===== config.mk =====
export PLATFORM = sky130hd
export DESIGN_NAME = bmpdec_parser
export DESIGN_NICKNAME = d
export VERILOG_FILES = /design/src/hdl/bmpdec_pkg.sv /design/src/hdl/bmpdec_parser.sv
export SDC_FILE = /design/constraint.sdc
export NUM_CORES = 1
export LEC_CHECK = 0
export BUFFER_PORTS_ARGS = -buffer_cell sky130_fd_sc_hd__buf_2
export CELL_PAD_IN_SITES_DETAIL_PLACEMENT = 0
export CELL_PAD_IN_SITES_GLOBAL_PLACEMENT = 2
export CORE_AREA = 2 2 192 213
export CTS_CLUSTER_DIAMETER = 40
export DETAILED_ROUTE_END_ITERATION = 8
export DIE_AREA = 0 0 194 215
export PLACE_DENSITY_LB_ADDON = 0.1
export SYNTH_ARGS = -nofsm -noshare
export SYNTH_HDL_FRONTEND = slang
export SYNTH_SLANG_ARGS = --single-unit

===== constraint.sdc =====
create_clock -name clk -period 7.6 [get_ports clk]
set_clock_uncertainty 0.2 [all_clocks]
set_input_delay 0.76 -clock clk [delete_from_list [all_inputs] [get_ports clk]]
set_output_delay 0.76 -clock clk [all_outputs]
set_load 0.005 [all_outputs]

===== src/hdl/bmpdec_pkg.sv =====
// Shared constants and types of the bitmap stream pixel decoder.
package bmpdec_pkg;

    localparam int MAX_DIM         = 4096;
    localparam int PALETTE_ENTRIES = 256;
    localparam int PAL_AW          = $clog2(PALETTE_ENTRIES);
    localparam int HDR_LEN         = 54;

    localparam logic [12:0] DIM_SAT = 13'd8191;

    localparam logic [7:0] SIG_B    = 8'h42;
    localparam logic [7:0] SIG_M    = 8'h4D;
    localparam logic [7:0] DEPTH_24 = 8'd24;
    localparam logic [7:0] DEPTH_8  = 8'd8;
    localparam logic [7:0] DEPTH_4  = 8'd4;
    localparam logic [7:0] DEPTH_1  = 8'd1;

    localparam logic [10:0] PAL_BYTES_8 = 11'(256 * 4);
    localparam logic [10:0] PAL_BYTES_4 = 11'(16 * 4);
    localparam logic [10:0] PAL_BYTES_1 = 11'(2 * 4);

    typedef enum logic [1:0]
    {
        ST_PIXEL     = 2'd0,
        ST_NOT_BMP   = 2'd1,
        ST_BAD_DEPTH = 2'd2,
        ST_TOO_LARGE = 2'd3
    } status_t;

    typedef struct packed
    {
        logic              use_pal;
        logic              idx_ok;
        logic [PAL_AW-1:0] addr;
        logic [23:0]       rgb;
        status_t           status;
        logic              run_last;
        logic              image_last;
    } job_t;

    typedef struct packed
    {
        logic              en;
        logic [PAL_AW-1:0] addr;
        logic [23:0]       rgb;
    } pal_wr_t;

endpackage


===== src/hdl/bmpdec_parser.sv =====
// Header and palette parser with per-pixel job issue for the bitmap decoder.
module bmpdec_parser
(
    input  logic                clk,
    input  logic                rst_n,
    input  logic                in_valid,
    input  logic [7:0]          data_byte,
    input  logic                file_start,
    input  logic                job_ready,
    output logic                in_stall,
    output logic                job_valid,
    output bmpdec_pkg::job_t    job,
    output bmpdec_pkg::pal_wr_t pal_wr
);

    typedef enum logic [1:0]
    {
        PH_HEADER,
        PH_PALETTE,
        PH_PIXELS,
        PH_IDLE
    } phase_t;

    localparam logic [10:0] OFF_SIG_B = 11'd0;
    localparam logic [10:0] OFF_SIG_M = 11'd1;
    localparam logic [10:0] OFF_W0    = 11'd18;
    localparam logic [10:0] OFF_W3    = 11'd21;
    localparam logic [10:0] OFF_H0    = 11'd22;
    localparam logic [10:0] OFF_H3    = 11'd25;
    localparam logic [10:0] OFF_DEPTH = 11'd28;
    localparam logic [10:0] OFF_LAST  = 11'(bmpdec_pkg::HDR_LEN - 1);

    function automatic logic [12:0] capture(logic [12:0] cur, logic [7:0] b, logic [1:0] pos);
        logic [15:0] v;
        v = {b, cur[7:0]};
        case (pos)
            2'd0:    capture = {5'd0, b};
            2'd1:    capture = (v > {3'd0, bmpdec_pkg::DIM_SAT}) ? bmpdec_pkg::DIM_SAT : v[12:0];
            default: capture = (b != 8'd0) ? bmpdec_pkg::DIM_SAT : cur;
        endcase
    endfunction

    function automatic logic too_large(logic [12:0] d);
        too_large = (d >= bmpdec_pkg::DIM_SAT) || ({1'b0, d} > 14'(bmpdec_pkg::MAX_DIM));
    endfunction

    function automatic bmpdec_pkg::job_t err_job(bmpdec_pkg::status_t s);
        bmpdec_pkg::job_t j;
        j          = '0;
        j.status   = s;
        j.run_last = 1'b1;
        err_job    = j;
    endfunction

    phase_t      phase_reg,      phase_next;
    logic [10:0] off_reg,        off_next;
    logic [12:0] width_reg,      width_next;
    logic [12:0] height_reg,     height_next;
    logic [7:0]  depth_reg,      depth_next;
    logic [25:0] pixels_left_reg, pixels_left_next;
    logic [15:0] partial_reg,    partial_next;
    logic [1:0]  triple_reg,     triple_next;
    logic [12:0] column_reg,     column_next;
    logic        exp_active_reg, exp_active_next;
    logic [7:0]  exp_byte_reg,   exp_byte_next;
    logic [2:0]  exp_k_reg,      exp_k_next;

    logic        in_fire;
    logic [7:0]  cur_byte;
    logic [2:0]  cur_k;
    logic [25:0] pl_dec;
    logic [12:0] col_inc;
    logic        img_end;
    logic        row_end;
    logic        step_end;
    logic [7:0]  pal_idx;
    logic [2:0]  last_k;
    logic        more;
    bmpdec_pkg::job_t pal_job;
    bmpdec_pkg::job_t rgb_job;

    phase_t      phase_eff;
    logic [10:0] off_eff;
    logic [12:0] width_eff;
    logic [12:0] height_eff;
    logic [7:0]  depth_eff;
    logic [12:0] width_hdr;
    logic [12:0] height_hdr;
    logic [7:0]  depth_hdr;
    logic        depth_ok;
    logic [25:0] area;

    logic [10:0] pal_pos;
    logic [8:0]  pal_entry;
    logic [10:0] off_inc;
    logic [10:0] pal_bytes;

    assign in_stall = exp_active_reg || !job_ready;
    assign in_fire  = in_valid && !in_stall;
    assign cur_byte = exp_active_reg ? exp_byte_reg : data_byte;
    assign cur_k    = exp_active_reg ? exp_k_reg : 3'd0;

    assign pl_dec   = pixels_left_reg - 26'd1;
    assign col_inc  = column_reg + 13'd1;
    assign img_end  = (pl_dec == 26'd0);
    assign row_end  = (col_inc >= width_reg);
    assign step_end = row_end || img_end;

    always_comb
    begin
        case (depth_reg)
            bmpdec_pkg::DEPTH_4:
            begin
                pal_idx = {4'd0, cur_k[0] ? cur_byte[3:0] : cur_byte[7:4]};
                last_k  = 3'd1;
            end
            bmpdec_pkg::DEPTH_1:
            begin
                pal_idx = {7'd0, cur_byte[3'd7 - cur_k]};
                last_k  = 3'd7;
            end
            default:
            begin
                pal_idx = cur_byte;
                last_k  = 3'd0;
            end
        endcase
    end

    assign more = !step_end && (cur_k != last_k);

    always_comb
    begin
        pal_job            = '0;
        pal_job.use_pal    = 1'b1;
        pal_job.idx_ok     = ({1'b0, pal_idx} < 9'(bmpdec_pkg::PALETTE_ENTRIES));
        pal_job.addr       = pal_idx[bmpdec_pkg::PAL_AW-1:0];
        pal_job.status     = bmpdec_pkg::ST_PIXEL;
        pal_job.run_last   = !more;
        pal_job.image_last = img_end;

        rgb_job            = '0;
        rgb_job.rgb        = {data_byte, partial_reg};
        rgb_job.status     = bmpdec_pkg::ST_PIXEL;
        rgb_job.run_last   = 1'b1;
        rgb_job.image_last = img_end;
    end

    assign phase_eff  = file_start ? PH_HEADER : phase_reg;
    assign off_eff    = file_start ? 11'd0 : off_reg;
    assign width_eff  = file_start ? 13'd0 : width_reg;
    assign height_eff = file_start ? 13'd0 : height_reg;
    assign depth_eff  = file_start ? 8'd0 : depth_reg;

    assign width_hdr  = (off_eff >= OFF_W0 && off_eff <= OFF_W3)
                      ? capture(width_eff, data_byte, 2'(off_eff - OFF_W0)) : width_eff;
    assign height_hdr = (off_eff >= OFF_H0 && off_eff <= OFF_H3)
                      ? capture(height_eff, data_byte, 2'(off_eff - OFF_H0)) : height_eff;
    assign depth_hdr  = (off_eff == OFF_DEPTH) ? data_byte : depth_eff;
    assign depth_ok   = (depth_eff == bmpdec_pkg::DEPTH_24) || (depth_eff == bmpdec_pkg::DEPTH_8)
                     || (depth_eff == bmpdec_pkg::DEPTH_4) || (depth_eff == bmpdec_pkg::DEPTH_1);
    assign area       = 26'({13'd0, width_eff} * {13'd0, height_eff});

    assign pal_pos   = off_reg - 11'(bmpdec_pkg::HDR_LEN);
    assign pal_entry = pal_pos[10:2];
    assign off_inc   = off_reg + 11'd1;

    always_comb
    begin
        case (depth_reg)
            bmpdec_pkg::DEPTH_8: pal_bytes = bmpdec_pkg::PAL_BYTES_8;
            bmpdec_pkg::DEPTH_4: pal_bytes = bmpdec_pkg::PAL_BYTES_4;
            bmpdec_pkg::DEPTH_1: pal_bytes = bmpdec_pkg::PAL_BYTES_1;
            default:             pal_bytes = 11'd0;
        endcase
    end

    always_comb
    begin
        phase_next       = phase_reg;
        off_next         = off_reg;
        width_next       = width_reg;
        height_next      = height_reg;
        depth_next       = depth_reg;
        pixels_left_next = pixels_left_reg;
        partial_next     = partial_reg;
        triple_next      = triple_reg;
        column_next      = column_reg;
        exp_active_next  = exp_active_reg;
        exp_byte_next    = exp_byte_reg;
        exp_k_next       = exp_k_reg;
        job_valid        = 1'b0;
        job              = '0;
        pal_wr           = '0;

        if (exp_active_reg)
        begin
            if (job_ready)
            begin
                job_valid        = 1'b1;
                job              = pal_job;
                pixels_left_next = pl_dec;
                column_next      = row_end ? 13'd0 : col_inc;
                if (img_end)
                    phase_next = PH_IDLE;
                exp_active_next  = more;
                exp_k_next       = cur_k + 3'd1;
            end
        end
        else if (in_fire)
        begin
            if (file_start)
            begin
                phase_next       = PH_HEADER;
                off_next         = 11'd0;
                width_next       = 13'd0;
                height_next      = 13'd0;
                depth_next       = 8'd0;
                pixels_left_next = 26'd0;
                partial_next     = 16'd0;
                triple_next      = 2'd0;
                column_next      = 13'd0;
            end
            case (phase_eff)
                PH_HEADER:
                begin
                    if ((off_eff == OFF_SIG_B && data_byte != bmpdec_pkg::SIG_B)
                        || (off_eff == OFF_SIG_M && data_byte != bmpdec_pkg::SIG_M))
                    begin
                        job_valid  = 1'b1;
                        job        = err_job(bmpdec_pkg::ST_NOT_BMP);
                        phase_next = PH_IDLE;
                    end
                    else
                    begin
                        width_next  = width_hdr;
                        height_next = height_hdr;
                        depth_next  = depth_hdr;
                        off_next    = off_eff + 11'd1;
                        if (off_eff == OFF_LAST)
                        begin
                            if (!depth_ok)
                            begin
                                job_valid  = 1'b1;
                                job        = err_job(bmpdec_pkg::ST_BAD_DEPTH);
                                phase_next = PH_IDLE;
                            end
                            else if (too_large(width_eff) || too_large(height_eff))
                            begin
                                job_valid  = 1'b1;
                                job        = err_job(bmpdec_pkg::ST_TOO_LARGE);
                                phase_next = PH_IDLE;
                            end
                            else
                            begin
                                pixels_left_next = area;
                                partial_next     = 16'd0;
                                if (depth_eff == bmpdec_pkg::DEPTH_24)
                                begin
                                    triple_next = 2'd0;
                                    column_next = 13'd0;
                                    phase_next  = (area == 26'd0) ? PH_IDLE : PH_PIXELS;
                                end
                                else
                                    phase_next = PH_PALETTE;
                            end
                        end
                    end
                end
                PH_PALETTE:
                begin
                    case (pal_pos[1:0])
                        2'd0: partial_next = {8'd0, data_byte};
                        2'd1: partial_next = {data_byte, partial_reg[7:0]};
                        2'd2:
                        begin
                            if (pal_entry < 9'(bmpdec_pkg::PALETTE_ENTRIES))
                            begin
                                pal_wr.en   = 1'b1;
                                pal_wr.addr = pal_entry[bmpdec_pkg::PAL_AW-1:0];
                                pal_wr.rgb  = {data_byte, partial_reg};
                            end
                        end
                        default: ;
                    endcase
                    off_next = off_inc;
                    if (off_inc >= 11'(bmpdec_pkg::HDR_LEN) + pal_bytes)
                    begin
                        triple_next  = 2'd0;
                        partial_next = 16'd0;
                        column_next  = 13'd0;
                        phase_next   = (pixels_left_reg == 26'd0) ? PH_IDLE : PH_PIXELS;
                    end
                end
                PH_PIXELS:
                begin
                    if (depth_reg == bmpdec_pkg::DEPTH_24)
                    begin
                        case (triple_reg)
                            2'd0:
                            begin
                                partial_next = {8'd0, data_byte};
                                triple_next  = 2'd1;
                            end
                            2'd1:
                            begin
                                partial_next = {data_byte, partial_reg[7:0]};
                                triple_next  = 2'd2;
                            end
                            default:
                            begin
                                triple_next      = 2'd0;
                                job_valid        = 1'b1;
                                job              = rgb_job;
                                pixels_left_next = pl_dec;
                                column_next      = row_end ? 13'd0 : col_inc;
                                if (img_end)
                                    phase_next = PH_IDLE;
                            end
                        endcase
                    end
                    else
                    begin
                        job_valid        = 1'b1;
                        job              = pal_job;
                        pixels_left_next = pl_dec;
                        column_next      = row_end ? 13'd0 : col_inc;
                        if (img_end)
                            phase_next = PH_IDLE;
                        exp_active_next  = more;
                        exp_byte_next    = data_byte;
                        exp_k_next       = 3'd1;
                    end
                end
                default: ;
            endcase
        end
    end

    always_ff @(posedge clk or negedge rst_n)
    begin
        if (!rst_n)
        begin
            phase_reg       <= PH_HEADER;
            off_reg         <= 11'd0;
            width_reg       <= 13'd0;
            height_reg      <= 13'd0;
            depth_reg       <= 8'd0;
            pixels_left_reg <= 26'd0;
            partial_reg     <= 16'd0;
            triple_reg      <= 2'd0;
            column_reg      <= 13'd0;
            exp_active_reg  <= 1'b0;
            exp_k_reg       <= 3'd0;
        end
        else
        begin
            phase_reg       <= phase_next;
            off_reg         <= off_next;
            width_reg       <= width_next;
            height_reg      <= height_next;
            depth_reg       <= depth_next;
            pixels_left_reg <= pixels_left_next;
            partial_reg     <= partial_next;
            triple_reg      <= triple_next;
            column_reg      <= column_next;
            exp_active_reg  <= exp_active_next;
            exp_k_reg       <= exp_k_next;
        end
    end

    always_ff @(posedge clk)
    begin
        exp_byte_reg <= exp_byte_next;
    end

endmodule


# After elaboration in Yosys (flattened, before gate mapping)
# Cells that the tools add are included.
dict set report totals {
  register_bits 116
  latch_bits 0
  mem_bits_rw 0
  romBits 0
  in_bits 13
  out_inout_bits 73
  wordCells 230
  n_memories 0
}
dict set report op_classes {
  n_addsub 10
  multipliers 1
  div 0
  order_cmp 14
  eq_ne 26
  shifts 0
  n_mux 126
  bitwise 2
  reduce_logical 38
}
# op n
set op_table {}
lappend op_table {{13-bit two-way mux} 25}
lappend op_table {{26-bit two-way mux} 10}
lappend op_table {{33-bit two-way mux} 5}
lappend op_table {{38-bit two-way mux} 4}
lappend op_table {{16-bit two-way mux} 7}
lappend op_table {{26-bit zero test} 3}
lappend op_table {{38-bit one-hot mux with 2 select lines} 1}
lappend op_table {{16-bit one-hot mux with 2 select lines} 2}
lappend op_table {{13-bit one-hot mux with 2 select lines} 2}
lappend op_table {{26-bit one-hot mux with 2 select lines} 1}
lappend op_table {{16-bit one-hot mux with 3 select lines} 1}
lappend op_table {{2-bit two-way mux} 22}
lappend op_table {{8-bit two-way mux} 5}
lappend op_table {{13-bit one-hot mux with 3 select lines} 1}
lappend op_table {{11-bit one-hot mux with 3 select lines} 1}
lappend op_table {{16-bit by 13-bit > comparator with 1-bit output, second input constant} 2}
lappend op_table {{28-bit two-way mux} 1}
lappend op_table {{13-bit >= comparator, second input constant} 2}
lappend op_table {{13-bit > comparator, second input constant} 2}
lappend op_table {{13-bit by 13-bit multiplier with 26-bit output} 1}
lappend op_table {{26-bit by 1-bit subtractor with 26-bit output, second input constant} 1}
lappend op_table {{11-bit by 1-bit adder with 11-bit output, second input constant} 2}
lappend op_table {{11-bit by 5-bit >= comparator with 1-bit output, second input constant} 2}
lappend op_table {{11-bit by 5-bit <= comparator with 1-bit output, second input constant} 2}
lappend op_table {{47 further kinds} 112}

# Longest topological paths before layout
# Gate-level depths: netlist (run 1).
dict set report logic_depth {
  word_depth 12
  mapped_depth 27
  ltp_nobuf 22
}

# Worst setup path after synthesis (run 1)
# OpenSTA, ideal clock, no wires.
dict set report synth_timing {
  path_type {input-to-reg}
  startpoint {input port file_start}
  endpoint {register phase_reg[0]}
  arrival_time_ps 7369
  required_time_ps 7317
  slack_ps -51
  path_stages 25
  path_cell_list {clkbuf_1 > clkbuf_1 > clkbuf_1 > clkbuf_1 > clkbuf_1 > clkbuf_1 > nor2_1 > nand2_1 > fa_1 > fa_1 > fa_1 > fa_1 > fa_1 > inv_1 > ha_1 > clkbuf_1 > nand2_1 > o21a_1 > and3_1 > a211oi_2 > a311oi_1 > xnor2_1 > nand2_1 > or3b_1 > o21ai_0}
}
dict set report synth_via {
  elab_chain_cells 12
  elab_cells_between_ends 43
  classes_between {mul: 1; order compare: 4; eq/ne: 8; mux: 18; reduce/logical: 12}
}
# element line_no
set synth_lines {}
lappend synth_lines {{start, declared} bmpdec_parser.sv:8} ;# input logic file_start,
lappend synth_lines {{13-bit two-way mux, on equally long branches} {bmpdec_parser.sv:151, bmpdec_parser.sv:152}}
lappend synth_lines {{13-bit by 13-bit multiplier with 26-bit output} bmpdec_parser.sv:162} ;# assign area = 26'({13'd0, width_eff} * {13'd0, height_eff});
lappend synth_lines {{26-bit zero test} bmpdec_parser.sv:262} ;# phase_next = (area == 26'd0) ? PH_IDLE : PH_PIXELS;
lappend synth_lines {{1-bit two-way mux} bmpdec_parser.sv:262}
lappend synth_lines {{2-bit two-way mux} bmpdec_parser.sv:258} ;# if (depth_eff == bmpdec_pkg::DEPTH_24)
lappend synth_lines {{2-bit two-way mux} bmpdec_parser.sv:248} ;# else if (too_large(width_eff) || too_large(height_eff))
lappend synth_lines {{2-bit two-way mux} bmpdec_parser.sv:242} ;# if (!depth_ok)
lappend synth_lines {{2-bit two-way mux} bmpdec_parser.sv:240} ;# if (off_eff == OFF_LAST)
lappend synth_lines {{2-bit two-way mux} bmpdec_parser.sv:227} ;# if ((off_eff == OFF_SIG_B && data_byte != bmpdec_pkg::SIG_B)
lappend synth_lines {{2-bit one-hot mux with 3 select lines (*)} bmpdec_parser.sv:224} ;# case (phase_eff)
lappend synth_lines {{2-bit two-way mux (*)} bmpdec_parser.sv:210} ;# else if (in_fire)
lappend synth_lines {{2-bit two-way mux (*)} bmpdec_parser.sv:196} ;# if (exp_active_reg)
lappend synth_lines {{end signal, assigned} bmpdec_parser.sv:358} ;# phase_reg <= phase_next;
lappend synth_lines {{end, declared} bmpdec_parser.sv:55} ;# phase_t phase_reg, phase_next;
# Every way passes the cells marked *; elsewhere a longest branch is shown, timed or not. The select of a mux whose other input is x is not followed.
# A chain may end at the register's enable or synchronous reset.

# Final worst setup path (run 1)
# Same ends and word-level chain as after synthesis.

==> results of run 1 <==
## cells in the mapped netlist (all sizes together) (12+ instances only)
| master | count | area share, % |
|---|---|---|
| a21oi | 127 | 4.3 |
| nand2b | 22 | 0.93 |
| o22ai | 12 | 0.51 |
| or3 | 12 | 0.51 |
| xor2 | 30 | 1.8 |
| and3 | 41 | 1.7 |
| ha | 101 | 8.5 |
| nor2b | 18 | 0.76 |
| nand3 | 38 | 1.3 |
| a21o | 14 | 0.71 |
| fa | 121 | 16 |
| a211oi | 12 | 0.64 |
| xnor2 | 28 | 1.7 |
| inv | 167 | 4.2 |
| o21ai | 148 | 5.0 |
| buf | 15 | 0.53 |
| nor2 | 110 | 2.8 |
| a31oi | 16 | 0.67 |
| nor3 | 52 | 1.9 |
| a22o | 27 | 1.6 |
| nand2 | 231 | 5.8 |
| nor4 | 18 | 0.96 |
| and2 | 80 | 3.4 |
| clkbuf | 105 | 2.7 |
| dfrtp | 108 | 18 |
| a221oi | 12 | 0.71 |
| mux2i | 16 | 1.1 |
## cell families after synthesis
family,count (synthesis)
AND/OR/NAND/NOR,683
AO/OA/AOI/OAI,463
buffers and inverters,288
adder cells (fa/ha/maj),222
flip-flops,116
XOR/XNOR,58
multiplexers,20
## per-stage QoR
step	util, %	power [mW]	std cells
final	41.16	2.448	2396
after global routing	41.16	2.588	2396
after CTS	41.16	2.455	2396
after detailed placement	39.65	1.598	2364
after global placement	39.65	1.597	2364
after floorplan	-	1.335	1850
## cell type report
| cell class | instances | area [um^2] | share of cell area (%) |
|---|---|---|---|
| inverter | 168 | 630.6 | 3.859 |
| tap | 513 | 641.9 | 3.928 |
| clock inverter | 15 | 173.9 | 1.064 |
| sequential | 116 | 2944 | 18.02 |
| timing repair buffer | 121 | 698.2 | 4.273 |
| multi-input combinational | 1446 | 10830 | 66.25 |
| clock buffer | 17 | 425.4 | 2.604 |
## how the worst max path moves through the flow
| stage | startpoint | end | slack, ps | depth (start not counted) |
|---|---|---|---|---|
| CTS | file_start | phase_reg[0] | 910 | 20 |
| detailed placement | file_start | phase_reg[0] | 470 | 20 |
| global placement | file_start | phase_reg[0] | 560 | 20 |
| floorplan | file_start | phase_reg[0] | 30 | 25 |
| finish | file_start | phase_reg[0] | 930 | 20 |
| global route | file_start | phase_reg[0] | 540 | 20 |
## per-layer routing
layer  up-vias  track usage (%)  part of all wire (%)
li1       6437                -                     -
met1      6923            32.12                    43
met2       285            45.30                    52
met3        53            2.997                   3.6
met4         2            6.566                   1.8
met5         -                0                 0.025
## power breakdown
part           total, mW  leakage (nW)  switching, mW  internal (mW)
Sequential         0.819          1.53          0.140          0.679
Combinational      0.779          5.35          0.506          0.273
Clock              0.850         0.281          0.359          0.491
## worst max-delay path, delay by kind of cell
| kind | cells | cell delay, ps |
|---|---|---|
| AOI/OAI and AO/OA | 4 | 1030 |
| xor gates and xnor gates | 1 | 270 |
| adders and majority gates | 6 | 3030 |
| buffers and inverters | 3 | 470 |
| and+or+nand+nor | 6 | 1280 |
==> results.sh, run 1 <==
export IMPL_synth_warnings=0
export IMPL_drv_slew=0
export IMPL_path_cells="buf_2 > buf_4 > nor2_1 > nand2_1 > fa_1 > fa_1 > fa_1 > fa_1 > fa_1 > inv_1 > ha_1 > nand2_1 > o21a_1 > and3_1 > a211oi_2 > a311oi_1 > xnor2_1 > nand2_1 > or3b_1 > o21ai_0"
export IMPL_post_route_period_util_pct=87.81
export IMPL_grt_max_degree=66
export IMPL_synth_net_count=2085
export IMPL_grt_setup_unrepaired="false"
export IMPL_clkTransAtPathRegs_ps=70
export IMPL_grtUsageTotal_pct=25.27
export IMPL_clockBufferDepth=2
export IMPL_crit_arrival_ps=6850
export IMPL_dpl_instance_area_mm2=0.01574
export IMPL_reg2reg_depth=21
export IMPL_largest_reg_flops=26
export IMPL_synth_cells=1850
export IMPL_hpwl_um=38550
export IMPL_area_delta_synth_final_pct=10.01
export IMPL_maxSlewHeadroom_pct=16.20
export IMPL_tightest_slew_ps=1250
export IMPL_leakage_nw=7.162
export IMPL_worst_slack_ps=926.4
export IMPL_wl_um=51580
export IMPL_pin_count=86
export IMPL_min_path_type="in2async"
export IMPL_finalSetupViolations=0
export IMPL_synth_seq_area_share_pct=19.81
export IMPL_reg2reg_from="width_reg[4]"
export IMPL_path_max_fanout=18
export IMPL_antenna_found_initial=1
export IMPL_cellPowerDensity_mw_per_mm2=149.8
export IMPL_cp_required_ps=7780
export IMPL_design_area_mm2=0.01634
export IMPL_start_kind="input pin"
export IMPL_drt_iter0_markers=804
export IMPL_drive_gt1_share_pct=10.09
export IMPL_synth_xor_xnor_area_share_pct=3.420
export IMPL_final_common_cell="nand2_1"
export IMPL_chipHeight_um=215
export IMPL_synthAdderAreaFrac_pct=24.82
export IMPL_post_cts_setup_buffers=0
export IMPL_layout_common_cells="231 x nand2_1, 167 x inv_1, 144 x o21ai_0"
export IMPL_num_vias=13700
export IMPL_cpMaxStageDelayCell="fa_1"
export IMPL_root_buffer="clkbuf_16"
export IMPL_cts_tree="done"
export IMPL_setup_tns_ps=0
export IMPL_syn_avg_cell_area_um2=8.029
export IMPL_synth_mux_area_share_pct=1.533
export IMPL_synthArstFlopShare_pct=93.10
export IMPL_yosys_area_share_simple_pct=23.35
export IMPL_portBuffers=85
export IMPL_pre_cts_ws_ps=468.3
export IMPL_numCtsBuffers=17
export IMPL_place_gp_congestion=0.8694
export IMPL_ys_seq_elements=116
export IMPL_drcViolationCount=0
export IMPL_hold_viol=0
export IMPL_grt_overflow_total=0
export IMPL_drt_first_pass_iters=5
export IMPL_chipWidth_um=194
export IMPL_synth_top_family_by_area="adder cells"
export IMPL_outcome="finished, final reports clean"
export IMPL_fillCellCount=4122
export IMPL_ys_flop_type="dfrtp_1"
export IMPL_h_tree_depth=4
export IMPL_coreArea_mm2=0.03969
export IMPL_rr_endpoint="phase_reg[0]"
export IMPL_rows=77
export IMPL_avgRoutedWirePerCell_um=21.53
export IMPL_max_stage_delay_ps=550
export IMPL_cp_end_kind="flip-flop"
export IMPL_drtAntennaViolNets=0
export IMPL_fin_crit_ps=6674
export IMPL_cap_violations=0
export IMPL_r2r_slack_ps=980
export IMPL_worst_path_most_repeated_cell="fa_1"
export IMPL_netlist_area_mm2=0.01485
export IMPL_via_per_inst=5.718
export IMPL_n_antenna_cell=0
export IMPL_ctsHoldBuffers=0
export IMPL_die_area_mm2=0.04171
export IMPL_whs_ps=110.1
export IMPL_initial_utilization_pct=37.42
export IMPL_synth_compound_area_share_pct=19.64
export IMPL_grt_pass1_vias=14110
export IMPL_crit_type="in2reg"
export IMPL_vdd_drop_max_mv=0.2734
export IMPL_ctsResizeCount=0
export IMPL_cts_sinks=116
export IMPL_grt_first_pass_wirelength_um=82520
export IMPL_synth_distinct_cells=85
export IMPL_synth_edf_count=8
export IMPL_nets=2105
export IMPL_clk_latency_ps=460
export IMPL_fmax_mhz=149.8
Power figures use the tool's default switching activity.
==> run 2, diff against run 1 <==
- RECOVER_POWER: unset -> 50
==> run 2 against run 1 <==
Compared with the run above:
- the run now ends with capacitance limit, slew limit left
- clock power is essentially flat
- wire length hardly changed
- flip-flop and latch count stayed put
- final cell count unchanged
- combinational power about the same
- worst setup slack improved by 21 ps
- via count decreased by 0.14%
- non-clock buffer count unchanged
- sequential share of layout area about the same
- register-to-register slack is essentially flat
- global-route usage stayed put
- sequential power is essentially flat
- critical path type unchanged
==> results.sh, run 2 (synthesized netlist as in run 1, its figures left out) <==
export IMPL_outcome="complete, but fails checks"
export IMPL_violations="capacitance limit, slew limit"
export IMPL_p_clk_share_pct=34.8
export IMPL_p_switching_mw=1.007
export IMPL_num_vias=13680
export IMPL_nets=2105
export IMPL_area_delta_synth_final_pct=9.797
export IMPL_start_kind="input pin"
export IMPL_wl_um=51590
export IMPL_maxSlewHeadroom_pct=-148.3
export IMPL_clk_latency_ps=460
export IMPL_fillCellCount=4126
export IMPL_pwr_share_seq_pct=33.4
export IMPL_crit_buf_inv=3
export IMPL_max_stage_delay_ps=550
export IMPL_hpwl_um=38550
export IMPL_root_buffer="clkbuf_16"
export IMPL_post_route_period_util_pct=87.53
export IMPL_drcViolationCount=0
export IMPL_place_gp_congestion=0.8694
export IMPL_largest_reg_flops=26
export IMPL_clockBufferDepth=2
export IMPL_grt_first_pass_wirelength_um=82520
export IMPL_coreArea_mm2=0.03969
export IMPL_cp_end_kind="flip-flop"
export IMPL_worst_path_most_repeated_cell="fa_1"
export IMPL_avgRoutedWirePerCell_um=21.53
export IMPL_whs_ps=311.6
export IMPL_path_cells="buf_2 > buf_4 > nor2_1 > nand2_1 > fa_1 > fa_1 > fa_1 > fa_1 > fa_1 > inv_1 > ha_1 > nand2_1 > o21a_1 > and3_1 > a211oi_2 > a311oi_1 > xnor2_1 > nand2_1 > or3b_1 > o21ai_0"
export IMPL_total_power_mw=2.449
export IMPL_fmax_mhz=150.3
export IMPL_via_per_inst=5.710
export IMPL_grt_pass1_vias=14110
export IMPL_grtUsageTotal_pct=25.27
export IMPL_ctsHoldBuffers=0
export IMPL_leakage_nw=7.121
export IMPL_finalSetupViolations=0
export IMPL_grt_overflow_total=0
export IMPL_power_switching_share_pct=41.12
export IMPL_fin_crit_ps=6653
export IMPL_cellPowerDensity_mw_per_mm2=150.1
export IMPL_clkTransAtPathRegs_ps=70
export IMPL_vdd_drop_max_mv=0.2743
export IMPL_die_area_mm2=0.04171
export IMPL_combPwrFrac_pct=31.8
export IMPL_setup_tns_ps=0
export IMPL_chipWidth_um=194
export IMPL_drt_iter0_markers=817
export IMPL_drt_first_pass_iters=5
export IMPL_initial_utilization_pct=37.42
export IMPL_drtAntennaViolNets=0
export IMPL_n_antenna_cell=0
export IMPL_crit_type="in2reg"
export IMPL_cpMaxStageDelayCell="fa_1"
export IMPL_cap_violations=4
export IMPL_r2r_slack_ps=990
export IMPL_cp_required_ps=7780
export IMPL_hold_viol=0
export IMPL_portBuffers=85
export IMPL_drv_slew=188
export IMPL_grt_setup_unrepaired="false"
export IMPL_antenna_found_initial=1
export IMPL_drive_gt1_share_pct=9.400
export IMPL_post_cts_setup_buffers=0
export IMPL_rows=77
export IMPL_chipHeight_um=215
export IMPL_final_common_cell="nand2_1"
export IMPL_internal_power_mw=1.442
export IMPL_layout_common_cells="231 x nand2_1, 167 x inv_1, 144 x o21ai_0"
export IMPL_h_tree_depth=4
export IMPL_crit_arrival_ps=6830
export IMPL_cts_sinks=116
export IMPL_path_max_fanout=18
export IMPL_numCtsBuffers=17
export IMPL_pin_count=86
export IMPL_crit_family="adder cells"
export IMPL_grt_max_degree=66
export IMPL_cts_tree="done"
export IMPL_tightest_slew_ps=3725
export IMPL_ctsResizeCount=0
export IMPL_min_path_type="reg2reg"
[run 2: changes by cell type in the layout (fill, tap and decap cells not counted), sizes merged]
cell,change
clkbuf,+13
buf,-13
[run 2: layout make-up]
| class | instances | area (um^2) | share of cell area [%] |
|---|---|---|---|
| well taps | 513 | 641.9 | 3.936 |
| clock buffers | 17 | 425.4 | 2.609 |
| multi-input cells | 1446 | 10830 | 66.38 |
| clock inverters | 15 | 173.9 | 1.066 |
| inverters | 168 | 630.6 | 3.867 |
| repair buffers | 121 | 666.9 | 4.089 |
| flip-flops and latches | 116 | 2944 | 18.05 |
[run 2: power by group through the flow]
stage | Combinational, mW | Clock, mW | Sequential [mW]
after floorplan | 0.589 | 0 | 0.745
after global placement | 0.770 | 0 | 0.827
after detailed placement | 0.772 | 0 | 0.826
after CTS | 0.775 | 0.864 | 0.816
after global routing | 0.862 | 0.893 | 0.832
final | 0.779 | 0.852 | 0.818
[run 2: metal layers]
layer / track usage, % / wire, um / vias to the layer above
met5: 0 / 13 / -
met2: 45.30 / 26670 / 281
met4: 6.566 / 960 / 2
li1: - / - / 6436
met3: 2.997 / 1703 / 55
met1: 32.12 / 22240 / 6907
[run 2: path summary, 6_finish.rpt]
path,from,end,cells past startpoint
max in group asynchronous,rst_n,width_reg[9],2
hold / removal,height_reg[12],height_reg[12],2
min in group asynchronous,rst_n,partial_reg[12],1
setup reg to reg,width_reg[4],phase_reg[0],21
hold reg to reg,height_reg[12],height_reg[12],2
setup / recovery,file_start,phase_reg[0],20
[run 2: metrics by stage]
step | area [um^2] | std cells | worst slack [ps] | utilization (%)
2_1_floorplan | 14850 | 1850 | 30.00 | -
3_3_place_gp | 15740 | 2364 | 558.4 | 39.65
3_5_place_dp | 15740 | 2364 | 468.3 | 39.65
4_1_cts | 16340 | 2396 | 905.4 | 41.16
5_1_grt | 16310 | 2396 | 507.2 | 41.09
6_report | 16310 | 2396 | 947.5 | 41.09
[run 2: tightest hold or removal path, delay by kind of cell (launching register included)]
family	cells	cell delay, ps
flops	1	340
compound gates	2	130
==> run 3, diff against run 2 <==
- CORE_AREA: 2 2 192 213 -> 2 2 201 203
- DIE_AREA: 0 0 194 215 -> 0 0 203 205
- HOLD_SLACK_MARGIN: unset -> 0.05
- SETUP_SLACK_MARGIN: unset -> 0.5
==> run 3 against run 2 <==
Compared with the run above:
- the run still ends with capacitance limit, slew limit left
- critical endpoint unchanged
- final cell count grew 0.42%
- critical path depth grew 1
- die area shrank 0.23%
- critical path type unchanged
- largest power group unchanged
- final area grew 0.19%
- sequential share of layout area is essentially flat
==> results.sh, run 3 (synthesized netlist as in run 1, its figures left out) <==
export IMPL_post_route_period_util_pct=86.64
export IMPL_fillCellCount=4090
export IMPL_top_usage_layer="met2"
export IMPL_antenna_found_initial=0
export IMPL_clockBufferDepth=2
export IMPL_cpMaxStageDelayCell="fa_1"
export IMPL_pre_cts_ws_ps=471.4
export IMPL_grt_max_degree=60
export IMPL_setup_tns_ps=0
export IMPL_cp_required_ps=7790
export IMPL_portBuffers=85
export IMPL_h_tree_depth=4
export IMPL_num_vias=13660
export IMPL_vdd_drop_max_mv=0.1518
export IMPL_total_power_mw=2.491
export IMPL_crit_type="in2reg"
export IMPL_drt_first_pass_iters=8
export IMPL_leakage_nw=7.135
export IMPL_cellPowerDensity_mw_per_mm2=152.4
export IMPL_final_common_cell="nand2_1"
export IMPL_wl_um=50560
export IMPL_coreArea_mm2=0.03937
export IMPL_root_buffer="clkbuf_16"
export IMPL_drcViolationCount=0
export IMPL_chipWidth_um=203
export IMPL_worst_slack_ps=1015
export IMPL_drive_gt1_share_pct=9.304
export IMPL_finalSetupViolations=0
export IMPL_die_area_mm2=0.04162
export IMPL_drv_slew=107
export IMPL_grtUsageTotal_pct=25.01
export IMPL_chipHeight_um=205
export IMPL_rows=73
export IMPL_path_cells="buf_2 > buf_4 > nor2b_1 > buf_4 > nand2_1 > fa_1 > fa_1 > fa_1 > fa_1 > fa_1 > inv_1 > ha_1 > a21oi_1 > nand2_1 > o211ai_1 > o21ai_0 > a311oi_1 > xor2_1 > nand2_1 > or3b_1 > o21ai_0"
export IMPL_drt_iter0_markers=1007
export IMPL_grt_first_pass_wirelength_um=79920
export IMPL_pin_count=86
export IMPL_area_delta_synth_final_pct=10.01
export IMPL_ctsHoldBuffers=0
export IMPL_grt_setup_unrepaired="false"
export IMPL_cap_violations=3
export IMPL_fmax_mhz=151.9
export IMPL_use_met1_pct=32.71
export IMPL_n_antenna_cell=0
export IMPL_crit_buf_inv=4
export IMPL_clkTransAtPathRegs_ps=70
export IMPL_clk_latency_ps=470
export IMPL_maxSlewHeadroom_pct=-99.38
export IMPL_grt_pass1_vias=13750
export IMPL_max_stage_delay_ps=590
export IMPL_numCtsBuffers=17
export IMPL_path_max_fanout=22
export IMPL_grt_use_met3_pct=3.277
export IMPL_tightest_slew_ps=2991
export IMPL_outcome="complete, but fails checks"
export IMPL_start_kind="input pin"
export IMPL_grt_overflow_total=0
export IMPL_cts_tree="done"
export IMPL_crit_arrival_ps=6780
export IMPL_drtAntennaViolNets=0
export IMPL_avgRoutedWirePerCell_um=21.01
export IMPL_worst_path_most_repeated_cell="fa_1"
export IMPL_use_met2_pct=43.37
export IMPL_cp_end_kind="flip-flop"
export IMPL_via_per_inst=5.679
export IMPL_hpwl_um=37920
export IMPL_largest_reg_flops=26
export IMPL_hold_viol=0
export IMPL_initial_utilization_pct=37.73
export IMPL_min_path_type="reg2reg"
export IMPL_place_gp_congestion=0.8292
export IMPL_cts_sinks=116
export IMPL_violations="capacitance limit, slew limit"
export IMPL_crit_family="adder cells"
export IMPL_nets=2103
export IMPL_fin_crit_ps=6585
export IMPL_layout_common_cells="231 x nand2_1, 167 x inv_1, 145 x o21ai_0"
## run 3: cell types whose count changed in the layout (fill, tap and decap cells not counted), moves of 2 or more
cell	change
clkinv_2	+3
clkinvlp_4	-3
buf_4	-2
bufinv_16	+2
clkinv_4	-2
inv_8	-2
nor2b_1	-2
nor2b_2	+2
## run 3: where the power goes
| part | switching, mW | internal [mW] | leakage [nW] |
|---|---|---|---|
| logic | 0.504 | 0.270 | 5.30 |
| registers | 0.136 | 0.679 | 1.53 |
| clock network | 0.352 | 0.550 | 0.306 |
## run 3: timing repair
| action | CTS | global route |
|---|---|---|
| setup buffers | 0 | 0 |
| endpoints found under the setup margin | 0 | 1 |
| gates resized for setup | 0 | 2 |
## run 3: cell type report
class                           instances  area [um^2]  area share, %
Timing Repair Buffer                  119        651.9          3.990
Tap cell                              525        656.9          4.020
Clock inverter                         15        198.9          1.218
Multi-Input combinational cell       1446        10830          66.29
Sequential cell                       116         2944          18.02
Inverter                              168        630.6          3.859
Clock buffer                           17        425.4          2.604
## run 3: metal layers
metal  part of all wire (%)  vias up
li1                       -     6431
met1                     44     6833
met2                     50      343
met3                    4.2       57
met4                    1.7        0
met5                      0        -
## run 3: worst paths after layout
kind	cells past startpoint	start	slack [ps]	endpoint
max	21	file_start	1020	phase_reg[0]
min	1	partial_reg[5]	310	partial_reg[5]
max reg2reg	22	height_reg[2]	1170	pixels_left_reg[20]
min reg2reg	1	partial_reg[5]	310	partial_reg[5]
max in group asynchronous	2	rst_n	3980	exp_active_reg
min in group asynchronous	1	rst_n	1060	partial_reg[2]
## run 3: per-stage QoR
| step | instance area (um^2) | instances | util, % | hold WS (ps) |
|---|---|---|---|---|
| after floorplan | 14880 | 1850 | - | 263.3 |
| after global placement | 15750 | 2374 | 40.00 | 288.3 |
| after detailed placement | 15750 | 2374 | 40.00 | 295.7 |
| after CTS | 16370 | 2406 | 41.59 | 140.8 |
| after global routing | 16340 | 2406 | 41.51 | 342.7 |
| final | 16340 | 2406 | 41.51 | 308.1 |
